==> config.mk <==
export PLATFORM = sky130hd
export DESIGN_NAME = gga_sentence_position_parser_top
export DESIGN_NICKNAME = d
export VERILOG_FILES = /design/src/gsp_pkg.sv /design/src/gsp_parser.sv /design/src/gsp_convert.sv /design/src/gga_sentence_position_parser_top.sv
export VERILOG_INCLUDE_DIRS = /design/src /design/src/src
export SDC_FILE = /design/constraint.sdc
export NUM_CORES = 2
export LEC_CHECK = 0
export BUFFER_PORTS_ARGS = -buffer_cell sky130_fd_sc_hd__buf_2
export CELL_PAD_IN_SITES_DETAIL_PLACEMENT = 1
export CELL_PAD_IN_SITES_GLOBAL_PLACEMENT = 2
export CORE_MARGIN = 4
export CORE_UTILIZATION = 43
export DETAILED_ROUTE_END_ITERATION = 6
export PLACE_DENSITY_LB_ADDON = 0.1
export SLEW_MARGIN = 40
export SYNTH_ARGS = -nofsm -noshare
export SYNTH_HDL_FRONTEND = slang
export SYNTH_HIERARCHICAL = 1
export SYNTH_SLANG_ARGS = --single-unit
==> constraint.sdc <==
create_clock -name clk -period 21.3 [get_ports clk]
set_clock_uncertainty 0.2 [all_clocks]
set_input_delay 4.26 -clock clk [delete_from_list [all_inputs] [get_ports clk]]
set_output_delay 4.26 -clock clk [all_outputs]
set_load 0.01 [all_outputs]
==> src/gga_sentence_position_parser_top_defines.svh <==
// Assertion macros shared by the GGA position parser RTL
`ifndef GGA_SENTENCE_POSITION_PARSER_TOP_DEFINES_SVH
`define GGA_SENTENCE_POSITION_PARSER_TOP_DEFINES_SVH

// Same-cycle implication, checked on every rising clk edge outside reset
`define GSP_ASSERT_IMPL(lbl, ante, cons, msg) \
  lbl: assert property (@(posedge clk) disable iff (!rst_n) (ante) |-> (cons)) \
    else $error(msg);

// Next-cycle implication, checked on every rising clk edge outside reset
`define GSP_ASSERT_NEXT(lbl, ante, cons, msg) \
  lbl: assert property (@(posedge clk) disable iff (!rst_n) (ante) |=> (cons)) \
    else $error(msg);

`endif

==> src/gsp_pkg.sv <==
// Shared constants, types and helper functions of the GGA position parser
package gsp_pkg;

  // Fraction digits kept for coordinates (1..5) and for the altitude
  localparam int         FRAC_DIGITS    = 5;
  localparam logic [2:0] FRAC_LIMIT     = 3'(FRAC_DIGITS);
  localparam logic [2:0] ALT_FRAC_LIMIT = 3'd3;

  localparam logic [3:0]  FIELDS_NEEDED = 4'd15;
  localparam logic [2:0]  PREFIX_LEN    = 3'd6;
  localparam logic [16:0] INT_SAT       = 17'd99999;
  localparam logic [33:0] COORD_MAX     = 34'd9999999999;

  // Reciprocal constants: x/100 for x < 100000, and 5*y/3 for y < 10^7
  localparam logic [17:0] RECIP100      = 18'd167773;   // ceil(2^24 / 100)
  localparam int          RECIP100_SH   = 24;
  localparam logic [26:0] FIVE_THIRDS   = 27'd111848107; // ceil(2^26 * 5 / 3)
  localparam int          FIVE_THIRDS_SH = 26;

  // Characters
  localparam logic [7:0] CH_COMMA = 8'h2C;
  localparam logic [7:0] CH_POINT = 8'h2E;
  localparam logic [7:0] CH_MINUS = 8'h2D;
  localparam logic [7:0] CH_PLUS  = 8'h2B;
  localparam logic [7:0] CH_ZERO  = 8'h30;
  localparam logic [7:0] CH_NINE  = 8'h39;
  localparam logic [7:0] CH_S     = 8'h53;
  localparam logic [7:0] CH_W     = 8'h57;

  // Field indexes that carry data
  localparam logic [3:0] FLD_LAT     = 4'd2;
  localparam logic [3:0] FLD_LAT_DIR = 4'd3;
  localparam logic [3:0] FLD_LON     = 4'd4;
  localparam logic [3:0] FLD_LON_DIR = 4'd5;
  localparam logic [3:0] FLD_ALT     = 4'd9;

  // Result status codes
  localparam logic [1:0] ST_OK      = 2'd0;
  localparam logic [1:0] ST_NOT_GGA = 2'd1;
  localparam logic [1:0] ST_SHORT   = 2'd2;

  // Pipeline token kinds
  localparam logic [2:0] KIND_NONE = 3'd0;
  localparam logic [2:0] KIND_LAT  = 3'd1;
  localparam logic [2:0] KIND_LON  = 3'd2;
  localparam logic [2:0] KIND_ALT  = 3'd3;
  localparam logic [2:0] KIND_END  = 3'd4;

  // Control part of a token, travels through every stage
  typedef struct packed {
    logic [2:0] kind;
    logic [1:0] status;
    logic       alt_neg;
    logic       neg_lat;
    logic       neg_lon;
  } gsp_tag_t;

  // Parser output: a finished field or the end of a sentence
  typedef struct packed {
    gsp_tag_t    tag;
    logic [16:0] int_acc;
    logic [16:0] frac_acc;
    logic [2:0]  frac_cnt;
  } gsp_event_t;

  // Converter output
  typedef struct packed {
    gsp_tag_t           tag;
    logic [33:0]        coord_mag;
    logic signed [27:0] alt;
  } gsp_result_t;

  // Expected sentence prefix "$GPGGA"
  function automatic logic [7:0] gsp_prefix_char(input logic [2:0] pos);
    logic [7:0] c;
    case (pos)
      3'd0:    c = 8'h24;
      3'd1:    c = 8'h47;
      3'd2:    c = 8'h50;
      3'd3:    c = 8'h47;
      3'd4:    c = 8'h47;
      3'd5:    c = 8'h41;
      default: c = 8'h00;
    endcase
    return c;
  endfunction

  // Powers of ten up to 10^5
  function automatic logic [16:0] gsp_pow10(input logic [2:0] e);
    logic [16:0] p;
    case (e)
      3'd0:    p = 17'd1;
      3'd1:    p = 17'd10;
      3'd2:    p = 17'd100;
      3'd3:    p = 17'd1000;
      3'd4:    p = 17'd10000;
      3'd5:    p = 17'd100000;
      default: p = 17'd1;
    endcase
    return p;
  endfunction

endpackage

==> src/gsp_parser.sv <==
// Byte-level sentence parser: prefix check, field split, number accumulation
module gsp_parser (
  input  logic                clk,
  input  logic                rst_n,
  input  logic                in_valid,
  output logic                in_stall,
  input  logic [7:0]          in_byte_req,
  input  logic                in_last,
  input  logic                advance,
  output gsp_pkg::gsp_event_t ev_o
);

  logic [2:0]  prefix_pos_r,  prefix_pos_nxt;
  logic        prefix_fail_r, prefix_fail_nxt;
  logic [3:0]  field_idx_r,   field_idx_nxt;
  logic        last_comma_r,  last_comma_nxt;
  logic [1:0]  field_len_r,   field_len_nxt;
  logic [7:0]  first_char_r,  first_char_nxt;
  logic [16:0] int_acc_r,     int_acc_nxt;
  logic [16:0] frac_acc_r,    frac_acc_nxt;
  logic [2:0]  frac_cnt_r,    frac_cnt_nxt;
  logic        seen_point_r,  seen_point_nxt;
  logic        stopped_r,     stopped_nxt;
  logic        alt_neg_r,     alt_neg_nxt;
  logic        neg_lat_r,     neg_lat_nxt;
  logic        neg_lon_r,     neg_lon_nxt;
  gsp_pkg::gsp_event_t ev_r, ev_nxt;

  logic accept;

  assign in_stall = ~advance;
  assign accept   = in_valid & advance;
  assign ev_o     = ev_r;

  // Next parser state for the byte on the input port
  always_comb begin
    logic        is_sw;
    logic [2:0]  lim;
    logic [19:0] int_wide;
    logic [19:0] frac_wide;
    logic [4:0]  count;

    prefix_pos_nxt  = prefix_pos_r;
    prefix_fail_nxt = prefix_fail_r;
    field_idx_nxt   = field_idx_r;
    last_comma_nxt  = last_comma_r;
    field_len_nxt   = field_len_r;
    first_char_nxt  = first_char_r;
    int_acc_nxt     = int_acc_r;
    frac_acc_nxt    = frac_acc_r;
    frac_cnt_nxt    = frac_cnt_r;
    seen_point_nxt  = seen_point_r;
    stopped_nxt     = stopped_r;
    alt_neg_nxt     = alt_neg_r;
    neg_lat_nxt     = neg_lat_r;
    neg_lon_nxt     = neg_lon_r;

    // Field payload is taken before the field is cleared
    ev_nxt.tag.kind    = gsp_pkg::KIND_NONE;
    ev_nxt.tag.status  = gsp_pkg::ST_OK;
    ev_nxt.tag.alt_neg = alt_neg_r;
    ev_nxt.tag.neg_lat = neg_lat_r;
    ev_nxt.tag.neg_lon = neg_lon_r;
    ev_nxt.int_acc     = int_acc_r;
    ev_nxt.frac_acc    = frac_acc_r;
    ev_nxt.frac_cnt    = frac_cnt_r;

    is_sw = (field_len_r == 2'd1) &&
            ((first_char_r == gsp_pkg::CH_S) || (first_char_r == gsp_pkg::CH_W));
    lim   = (field_idx_r == gsp_pkg::FLD_ALT) ? gsp_pkg::ALT_FRAC_LIMIT
                                              : gsp_pkg::FRAC_LIMIT;
    int_wide  = 20'(int_acc_r) * 20'd10 + {16'd0, in_byte_req[3:0]};
    frac_wide = 20'(frac_acc_r) * 20'd10 + {16'd0, in_byte_req[3:0]};

    // Prefix compare
    if (prefix_pos_r < gsp_pkg::PREFIX_LEN) begin
      if (in_byte_req != gsp_pkg::gsp_prefix_char(prefix_pos_r)) begin
        prefix_fail_nxt = 1'b1;
      end
      prefix_pos_nxt = prefix_pos_r + 3'd1;
    end

    if (in_byte_req == gsp_pkg::CH_COMMA) begin
      // End of field
      case (field_idx_r)
        gsp_pkg::FLD_LAT:     ev_nxt.tag.kind = gsp_pkg::KIND_LAT;
        gsp_pkg::FLD_LON:     ev_nxt.tag.kind = gsp_pkg::KIND_LON;
        gsp_pkg::FLD_ALT:     ev_nxt.tag.kind = gsp_pkg::KIND_ALT;
        gsp_pkg::FLD_LAT_DIR: begin
          if (is_sw) neg_lat_nxt = 1'b1;
        end
        gsp_pkg::FLD_LON_DIR: begin
          if (is_sw) neg_lon_nxt = 1'b1;
        end
        default: ;
      endcase
      if (field_idx_r < gsp_pkg::FIELDS_NEEDED) begin
        field_idx_nxt = field_idx_r + 4'd1;
      end
      field_len_nxt  = 2'd0;
      first_char_nxt = 8'd0;
      int_acc_nxt    = 17'd0;
      frac_acc_nxt   = 17'd0;
      frac_cnt_nxt   = 3'd0;
      seen_point_nxt = 1'b0;
      stopped_nxt    = 1'b0;
      alt_neg_nxt    = 1'b0;
      last_comma_nxt = 1'b1;
    end else begin
      // Character inside a field
      last_comma_nxt = 1'b0;
      if (field_len_r == 2'd0) first_char_nxt = in_byte_req;
      if (field_len_r < 2'd2)  field_len_nxt  = field_len_r + 2'd1;
      if (!stopped_r) begin
        if ((field_idx_r == gsp_pkg::FLD_ALT) && (field_len_r == 2'd0) &&
            (in_byte_req inside {gsp_pkg::CH_MINUS, gsp_pkg::CH_PLUS})) begin
          alt_neg_nxt = (in_byte_req == gsp_pkg::CH_MINUS);
        end else if (in_byte_req inside {[gsp_pkg::CH_ZERO:gsp_pkg::CH_NINE]}) begin
          if (!seen_point_r) begin
            int_acc_nxt = (int_wide > 20'(gsp_pkg::INT_SAT)) ? gsp_pkg::INT_SAT
                                                              : int_wide[16:0];
          end else if (frac_cnt_r < lim) begin
            frac_acc_nxt = frac_wide[16:0];
            frac_cnt_nxt = frac_cnt_r + 3'd1;
          end
        end else if ((in_byte_req == gsp_pkg::CH_POINT) && !seen_point_r) begin
          seen_point_nxt = 1'b1;
        end else begin
          stopped_nxt = 1'b1;
        end
      end
    end

    // Sentence end: status, then start over
    count = {1'b0, field_idx_nxt} + {4'd0, ~last_comma_nxt};
    if (in_last) begin
      ev_nxt.tag.kind    = gsp_pkg::KIND_END;
      ev_nxt.tag.neg_lat = neg_lat_nxt;
      ev_nxt.tag.neg_lon = neg_lon_nxt;
      if ((prefix_pos_nxt < gsp_pkg::PREFIX_LEN) || prefix_fail_nxt) begin
        ev_nxt.tag.status = gsp_pkg::ST_NOT_GGA;
      end else if (count < {1'b0, gsp_pkg::FIELDS_NEEDED}) begin
        ev_nxt.tag.status = gsp_pkg::ST_SHORT;
      end else begin
        ev_nxt.tag.status = gsp_pkg::ST_OK;
      end
      prefix_pos_nxt  = 3'd0;
      prefix_fail_nxt = 1'b0;
      field_idx_nxt   = 4'd0;
      last_comma_nxt  = 1'b0;
      field_len_nxt   = 2'd0;
      first_char_nxt  = 8'd0;
      int_acc_nxt     = 17'd0;
      frac_acc_nxt    = 17'd0;
      frac_cnt_nxt    = 3'd0;
      seen_point_nxt  = 1'b0;
      stopped_nxt     = 1'b0;
      alt_neg_nxt     = 1'b0;
      neg_lat_nxt     = 1'b0;
      neg_lon_nxt     = 1'b0;
    end
  end

  // Parser state, updated once per accepted transaction
  always_ff @(posedge clk) begin
    if (!rst_n) begin
      prefix_pos_r  <= 3'd0;
      prefix_fail_r <= 1'b0;
      field_idx_r   <= 4'd0;
      last_comma_r  <= 1'b0;
      field_len_r   <= 2'd0;
      first_char_r  <= 8'd0;
      int_acc_r     <= 17'd0;
      frac_acc_r    <= 17'd0;
      frac_cnt_r    <= 3'd0;
      seen_point_r  <= 1'b0;
      stopped_r     <= 1'b0;
      alt_neg_r     <= 1'b0;
      neg_lat_r     <= 1'b0;
      neg_lon_r     <= 1'b0;
    end else if (accept) begin
      prefix_pos_r  <= prefix_pos_nxt;
      prefix_fail_r <= prefix_fail_nxt;
      field_idx_r   <= field_idx_nxt;
      last_comma_r  <= last_comma_nxt;
      field_len_r   <= field_len_nxt;
      first_char_r  <= first_char_nxt;
      int_acc_r     <= int_acc_nxt;
      frac_acc_r    <= frac_acc_nxt;
      frac_cnt_r    <= frac_cnt_nxt;
      seen_point_r  <= seen_point_nxt;
      stopped_r     <= stopped_nxt;
      alt_neg_r     <= alt_neg_nxt;
      neg_lat_r     <= neg_lat_nxt;
      neg_lon_r     <= neg_lon_nxt;
    end
  end

  // Event register; a bubble when no byte is taken
  always_ff @(posedge clk) begin
    if (!rst_n) begin
      ev_r.tag <= '0;
    end else if (advance) begin
      ev_r.tag <= accept ? ev_nxt.tag : '0;
    end
  end

  always_ff @(posedge clk) begin
    if (advance) begin
      ev_r.int_acc  <= ev_nxt.int_acc;
      ev_r.frac_acc <= ev_nxt.frac_acc;
      ev_r.frac_cnt <= ev_nxt.frac_cnt;
    end
  end

endmodule

==> src/gsp_convert.sv <==
// Five-stage fixed-point converter: ddmm.mmmmm to 1e-7 degree, altitude to mm
module gsp_convert (
  input  logic                 clk,
  input  logic                 rst_n,
  input  logic                 advance,
  input  gsp_pkg::gsp_event_t  ev_i,
  output gsp_pkg::gsp_result_t res_o
);

  gsp_pkg::gsp_tag_t tag1_r, tag2_r, tag3_r, tag4_r;
  gsp_pkg::gsp_result_t res_r;

  // Stage payloads
  logic [16:0] x1_r, x2_r;
  logic [16:0] frac1_r;
  logic [2:0]  cnt1_r;
  logic [9:0]  q1_r, q2_r;
  logic [6:0]  rem3_r;
  logic [16:0] fs3_r;
  logic [23:0] me5_4_r;
  logic [33:0] deg4_r;
  logic [26:0] alt4_r;
  logic [24:0] third5_r;
  logic [33:0] deg5_r;
  logic [26:0] alt5_r;

  logic [34:0] prod100;
  logic [16:0] diff100;
  logic [2:0]  cnt_cap;
  logic [2:0]  scale_e;
  logic [33:0] frac_prod;
  logic [50:0] prod53;
  logic [34:0] coord_sum;
  logic signed [27:0] alt_s;

  assign res_o = res_r;

  // Stage 1: degrees = x / 100 by reciprocal multiply
  assign prod100 = 35'(ev_i.int_acc) * 35'(gsp_pkg::RECIP100);

  // Stage 2: minutes remainder, fraction scaled to full digit count
  assign diff100 = x1_r - 17'(q1_r) * 17'd100;
  always_comb begin
    if (tag1_r.kind == gsp_pkg::KIND_ALT) begin
      cnt_cap = (cnt1_r > gsp_pkg::ALT_FRAC_LIMIT) ? gsp_pkg::ALT_FRAC_LIMIT : cnt1_r;
      scale_e = gsp_pkg::ALT_FRAC_LIMIT - cnt_cap;
    end else begin
      cnt_cap = (cnt1_r > 3'd5) ? 3'd5 : cnt1_r;
      scale_e = 3'd5 - cnt_cap;
    end
  end
  assign frac_prod = 34'(frac1_r) * 34'(gsp_pkg::gsp_pow10(scale_e));

  // Stage 4: minutes_e5 * 5 / 3 by reciprocal multiply
  assign prod53 = 51'(me5_4_r) * 51'(gsp_pkg::FIVE_THIRDS);

  // Stage 5: sum and saturate, signed altitude
  assign coord_sum = 35'(deg5_r) + 35'(third5_r);
  assign alt_s     = tag4_r.alt_neg ? -$signed({1'b0, alt5_r}) : $signed({1'b0, alt5_r});

  // Token kinds and flags
  always_ff @(posedge clk) begin
    if (!rst_n) begin
      tag1_r    <= '0;
      tag2_r    <= '0;
      tag3_r    <= '0;
      tag4_r    <= '0;
      res_r.tag <= '0;
    end else if (advance) begin
      tag1_r    <= ev_i.tag;
      tag2_r    <= tag1_r;
      tag3_r    <= tag2_r;
      tag4_r    <= tag3_r;
      res_r.tag <= tag4_r;
    end
  end

  // Datapath registers
  always_ff @(posedge clk) begin
    if (advance) begin
      x1_r    <= ev_i.int_acc;
      frac1_r <= ev_i.frac_acc;
      cnt1_r  <= ev_i.frac_cnt;
      q1_r    <= prod100[33:gsp_pkg::RECIP100_SH];

      x2_r    <= x1_r;
      q2_r    <= q1_r;
      rem3_r  <= diff100[6:0];
      fs3_r   <= frac_prod[16:0];

      // degrees, minutes and altitude of the same token meet here
      me5_4_r <= 24'(rem3_r) * 24'd100000 + 24'(fs3_r);
      deg4_r  <= 34'(q2_r) * 34'd10000000;
      alt4_r  <= 27'(x2_r) * 27'd1000 + 27'(fs3_r);

      third5_r <= prod53[50:gsp_pkg::FIVE_THIRDS_SH];
      deg5_r   <= deg4_r;
      alt5_r   <= alt4_r;

      res_r.coord_mag <= (coord_sum > 35'(gsp_pkg::COORD_MAX)) ? gsp_pkg::COORD_MAX
                                                                : coord_sum[33:0];
      res_r.alt       <= alt_s;
    end
  end

endmodule

==> src/gga_sentence_position_parser_top.sv <==
// Top level of the GGA position parser: parser, converter, result commit
//
// Input channel: one sentence byte per transaction (in_byte_req), in_last on
// the final byte. Output channel: one result transaction per sentence with
// out_status (0 ok, 1 not a GGA sentence, 2 fewer than 15 fields) and the
// held latitude/longitude (1e-7 degree) and altitude (mm). The held values
// change only on a sentence with status ok; otherwise the previous ones repeat.
// Throughput: one byte per cycle while in_stall is low. After the last byte
// is accepted, the result passes the parser event register, the five-stage
// conversion pipeline (two reciprocal multiplies, one scaling multiply) and
// the output register. The output register parts both sides: while a result
// waits under out_stall bytes keep flowing; in_stall rises only when a second
// sentence end reaches the last pipeline stage before the waiting result is taken.
// Reset (rst_n low, synchronous) clears the parse state, the pipeline tags, the
// output valid and the held values to zero. No clearing pass is needed.
`include "gga_sentence_position_parser_top_defines.svh"

module gga_sentence_position_parser_top (
  input  logic               clk,
  input  logic               rst_n,
  input  logic               in_valid,
  output logic               in_stall,
  input  logic [7:0]         in_byte_req,
  input  logic               in_last,
  output logic               out_valid,
  input  logic               out_stall,
  output logic [1:0]         out_status,
  output logic signed [34:0] out_latitude,
  output logic signed [34:0] out_longitude,
  output logic signed [27:0] out_altitude_mm
);

  gsp_pkg::gsp_event_t  ev;
  gsp_pkg::gsp_result_t res;

  logic advance;
  logic fin;

  logic [33:0]        work_lat_r;
  logic [33:0]        work_lon_r;
  logic signed [27:0] work_alt_r;
  logic signed [34:0] held_lat_r, held_lat_nxt;
  logic signed [34:0] held_lon_r, held_lon_nxt;
  logic signed [27:0] held_alt_r, held_alt_nxt;

  logic               out_valid_r;
  logic [1:0]         out_status_r;
  logic signed [34:0] out_lat_r;
  logic signed [34:0] out_lon_r;
  logic signed [27:0] out_alt_r;

  gsp_parser u_parser (
    .clk         (clk),
    .rst_n       (rst_n),
    .in_valid    (in_valid),
    .in_stall    (in_stall),
    .in_byte_req (in_byte_req),
    .in_last     (in_last),
    .advance     (advance),
    .ev_o        (ev)
  );

  gsp_convert u_convert (
    .clk     (clk),
    .rst_n   (rst_n),
    .advance (advance),
    .ev_i    (ev),
    .res_o   (res)
  );

  // Pipeline moves unless a sentence end meets a full, stalled output
  assign advance = !((res.tag.kind == gsp_pkg::KIND_END) && out_valid_r && out_stall);
  assign fin     = advance && (res.tag.kind == gsp_pkg::KIND_END);

  // Held values for a finished sentence
  always_comb begin
    held_lat_nxt = held_lat_r;
    held_lon_nxt = held_lon_r;
    held_alt_nxt = held_alt_r;
    if (res.tag.status == gsp_pkg::ST_OK) begin
      held_lat_nxt = res.tag.neg_lat ? -$signed({1'b0, work_lat_r})
                                     : $signed({1'b0, work_lat_r});
      held_lon_nxt = res.tag.neg_lon ? -$signed({1'b0, work_lon_r})
                                     : $signed({1'b0, work_lon_r});
      held_alt_nxt = work_alt_r;
    end
  end

  // Working and held values
  always_ff @(posedge clk) begin
    if (!rst_n) begin
      work_lat_r <= '0;
      work_lon_r <= '0;
      work_alt_r <= '0;
      held_lat_r <= '0;
      held_lon_r <= '0;
      held_alt_r <= '0;
    end else if (advance) begin
      case (res.tag.kind)
        gsp_pkg::KIND_LAT: work_lat_r <= res.coord_mag;
        gsp_pkg::KIND_LON: work_lon_r <= res.coord_mag;
        gsp_pkg::KIND_ALT: work_alt_r <= res.alt;
        gsp_pkg::KIND_END: begin
          held_lat_r <= held_lat_nxt;
          held_lon_r <= held_lon_nxt;
          held_alt_r <= held_alt_nxt;
          work_lat_r <= '0;
          work_lon_r <= '0;
          work_alt_r <= '0;
        end
        default: ;
      endcase
    end
  end

  // Output register
  always_ff @(posedge clk) begin
    if (!rst_n) begin
      out_valid_r <= 1'b0;
    end else if (fin) begin
      out_valid_r <= 1'b1;
    end else if (!out_stall) begin
      out_valid_r <= 1'b0;
    end
  end

  always_ff @(posedge clk) begin
    if (fin) begin
      out_status_r <= res.tag.status;
      out_lat_r    <= held_lat_nxt;
      out_lon_r    <= held_lon_nxt;
      out_alt_r    <= held_alt_nxt;
    end
  end

  assign out_valid       = out_valid_r;
  assign out_status      = out_status_r;
  assign out_latitude    = out_lat_r;
  assign out_longitude   = out_lon_r;
  assign out_altitude_mm = out_alt_r;

  // Checks
  `GSP_ASSERT_IMPL(a_stall_needs_blocked_output, in_stall, out_valid && out_stall, "input stalled while output is free")
  `GSP_ASSERT_NEXT(a_held_kept_on_failure, fin && (res.tag.status != gsp_pkg::ST_OK), $stable(held_lat_r) && $stable(held_lon_r) && $stable(held_alt_r), "held values changed on a failed sentence")
  `GSP_ASSERT_NEXT(a_work_cleared_at_end, fin, (work_lat_r == '0) && (work_lon_r == '0) && (work_alt_r == '0), "working values not cleared after sentence end")

endmodule

==> summary by stage <==
Run status
The run finished with clean final reports.

GRT
The via count of the first global-routing pass came to between 40000 and 50000. Global routing consumed, over all layers together, approximately a fifth of the routing resources. The remaining global-route overflow is 0. The maximum number of pins on one net before global-route repair is 95. The number of antenna violations at the first check in global routing is 3.

The first global-routing pass estimated 238 mm of wire.

Die
The overall die area is roughly 140000 sq um. Once the floorplan was initialized, standard cells occupied 43.5% of the core. The number of cell rows is 134.

In this run the vertical extent of the chip is roughly 380 um. In this run the standard cell core region covers ~130000 sq um. The die is about 380 um wide. The count of boundary I/O pins is ~120.

Pwr
The power per cell area is 50.6 nW/um^2. After layout, the design draws a total of 0.00322 W. The leakage power is 31.3 nW.

IR analysis of the VDD net gives a maximum drop of approximately 0.064 mV.

Layout
The combined area of the multi-input logic cells is 35200 sq um. The count of filler cells inserted in the layout is 14700. The area of all sequential standard cells is 19500 sq um. The area overhead of the layout relative to synthesis is 9.37%. For this run, the post-layout net count is 6927. The share of cells above drive strength 1 is around 6.9%. The final cell count without fillers is between 7000 and 8000.

Route
The initial DRC count is around 1600. For this run, design rule violations remaining after detail routing come to 0. The routed layout has ~40000 vias. The aggregate routed wire length is between 100 and 150 mm. The count of nets left with antenna violations once routing finished came out at 0. In the final routed layout, each cell accounts on average for 19.3 um.

The ratio of routed vias to standard cells is around 5.3. The first-pass detailed-route iteration total is 5.

Placement
The HPWL after detailed placement is between 100 and 150 mm. The port buffer count is roughly 110. The weighted congestion reported at the end of routability-driven placement is approximately 0.81. After detailed placement, the design holds a cell count of between 7000 and 8000.

Timing
The setup-violating endpoint count in the final report is 0. The slew at the pin with the worst max-slew slack is 0.859 ns. Setup repair after global routing left no endpoint under its margin. Adding up every negative setup slack in the final design gives 0 ns. After layout, the minimum clock period comes to roughly 10 ns. The share of the clock period used by the worst path is a little under half. Timing would allow up to around 0.099 GHz. The number of max-slew violations in the final report is 0. The headroom to the max-slew limit is a little over two fifths. The hold violation count in the final report is 0.

Setup path
STA puts the critical path data required time at 16.84 ns. The worst setup path is of the primary input to output pin kind. The peak fanout along the critical path is 41.

The worst setup path is captured at an output pin. STA classifies the critical path startpoint as a primary input. The data arrival time of the critical path is approximately 5.6 ns.

Clock network
Buffers added to address setup during post-CTS repair amount to 0. The cts-stage hold buffer count is 0. The number of H-tree levels is 3. The clock insertion delay at the later pin of the skew report is 0.69 ns.

The clock root buffer master is sky130_fd_sc_hd__clkbuf_16. TritonCTS built the clock tree. The number of clock buffers added by TritonCTS is slightly below 90. Once the clock tree was built, the resizer swapped 0 gates to a different size. The maximum clock insertion buffer count is 3. Clock-pin slew was measured on the worst setup and hold paths at approximately 0.060 ns. The TritonCTS sink count is 750.

Job
The number of maximum-capacitance violations is 0.

Logic synthesis
After synthesis the cells add up to a little under 60000 sq um. Synthesis handed over a netlist of roughly 5600 instances. The average cell area after synthesis is roughly 10 sq um. For this run, the number of Yosys warnings is 6. The post-synthesis net count is between 6000 and 7000.

Worst hold path
The worst min-delay path class is flip-flop to flip-flop.
==> metrics by stage <==
step	instance area, sq um	util, %	hold WS (ns)	setup WS [ns]
6_report	63800	47.5	0.193	11.24
5_1_grt	63800	47.5	0.217	11.12
4_1_cts	63700	47.5	0.197	11.23
3_5_place_dp	60700	45.3	0.206	11.21
3_3_place_gp	60600	45.2	0.201	11.24
2_1_floorplan	58300	-	0.200	1.12
==> state kept, by name (all words and copies together) (netlist names), 24 cells and up <==
register            cells
u_parser/ev_o          45
held_lon_r             35
work_lon_r             34
work_lat_r             34
out_latitude           35
u_convert/alt5_r       27
u_convert/res_o        69
u_convert/deg5_r       27
work_alt_r             28
out_altitude_mm        28
held_alt_r             28
u_convert/deg4_r       27
u_convert/third5_r     25
u_convert/alt4_r       24
u_convert/me5_4_r      24
held_lat_r             35
out_longitude          35
==> power breakdown <==
part | switching, W | total, W | internal (W)
Sequential | 0.0000114 | 0.00155 | 0.00154
Combinational | 0.0000767 | 0.000124 | 0.0000471
Clock | 0.000641 | 0.00155 | 0.000910
==> worst max-delay path, cell delays in order <==
cell                       delay (ns)
sky130_fd_sc_hd__buf_2           0.13
sky130_fd_sc_hd__nand3_4         0.46
sky130_fd_sc_hd__clkinv_1        0.44
sky130_fd_sc_hd__buf_2           0.25
==> cell type report <==
class                           count  share of cell area (%)
Clock inverter                     46                   0.903
Inverter                          792                    4.67
Tap cell                         1768                    3.47
Multi-Input combinational cell   3920                    55.1
Antenna cell                        4                  0.0157
Clock buffer                      117                    3.81
Sequential cell                   750                    30.6
Timing Repair Buffer              150                    1.39
==> layer usage <==
metal  up-vias  part of all wire, %  track usage [%]
li1      19400                    -                -
met3       180                  2.2             2.42
met2       358                   52             39.0
met5         -               0.0089                0
met4         2                  2.6             5.51
met1     20000                   43             25.8
==> path summary, 6_finish.rpt <==
kind | endpoint | start | cells past startpoint | slack (ns)
setup / recovery | in_stall | out_stall | 4 | 11.24
hold / removal | u_convert/x2_r[14] | u_convert/x1_r[14] | 0 | 0.19
setup reg to reg | u_convert/third5_r[15] | u_convert/me5_4_r[2] | 22 | 13.40
hold reg to reg | u_convert/x2_r[14] | u_convert/x1_r[14] | 0 | 0.19
==> cell usage in the layout (no fill, tap or decap), drive strengths merged, types with 42 or more instances in the layout <==
cell type,count
clkbuf,117
xnor2,191
xor2,125
or3,49
inv,794
nand3,155
nor3,95
buf,150
edfxtp,449
mux2i,48
nor2,285
and2,64
a21o,53
nand2,456
nor2b,71
fa,487
a21oi,311
dfxtp,301
o31ai,42
ha,726
a211oi,50
and3,48
o21ai,241
Note: power is estimated with default switching activity, not from simulation.
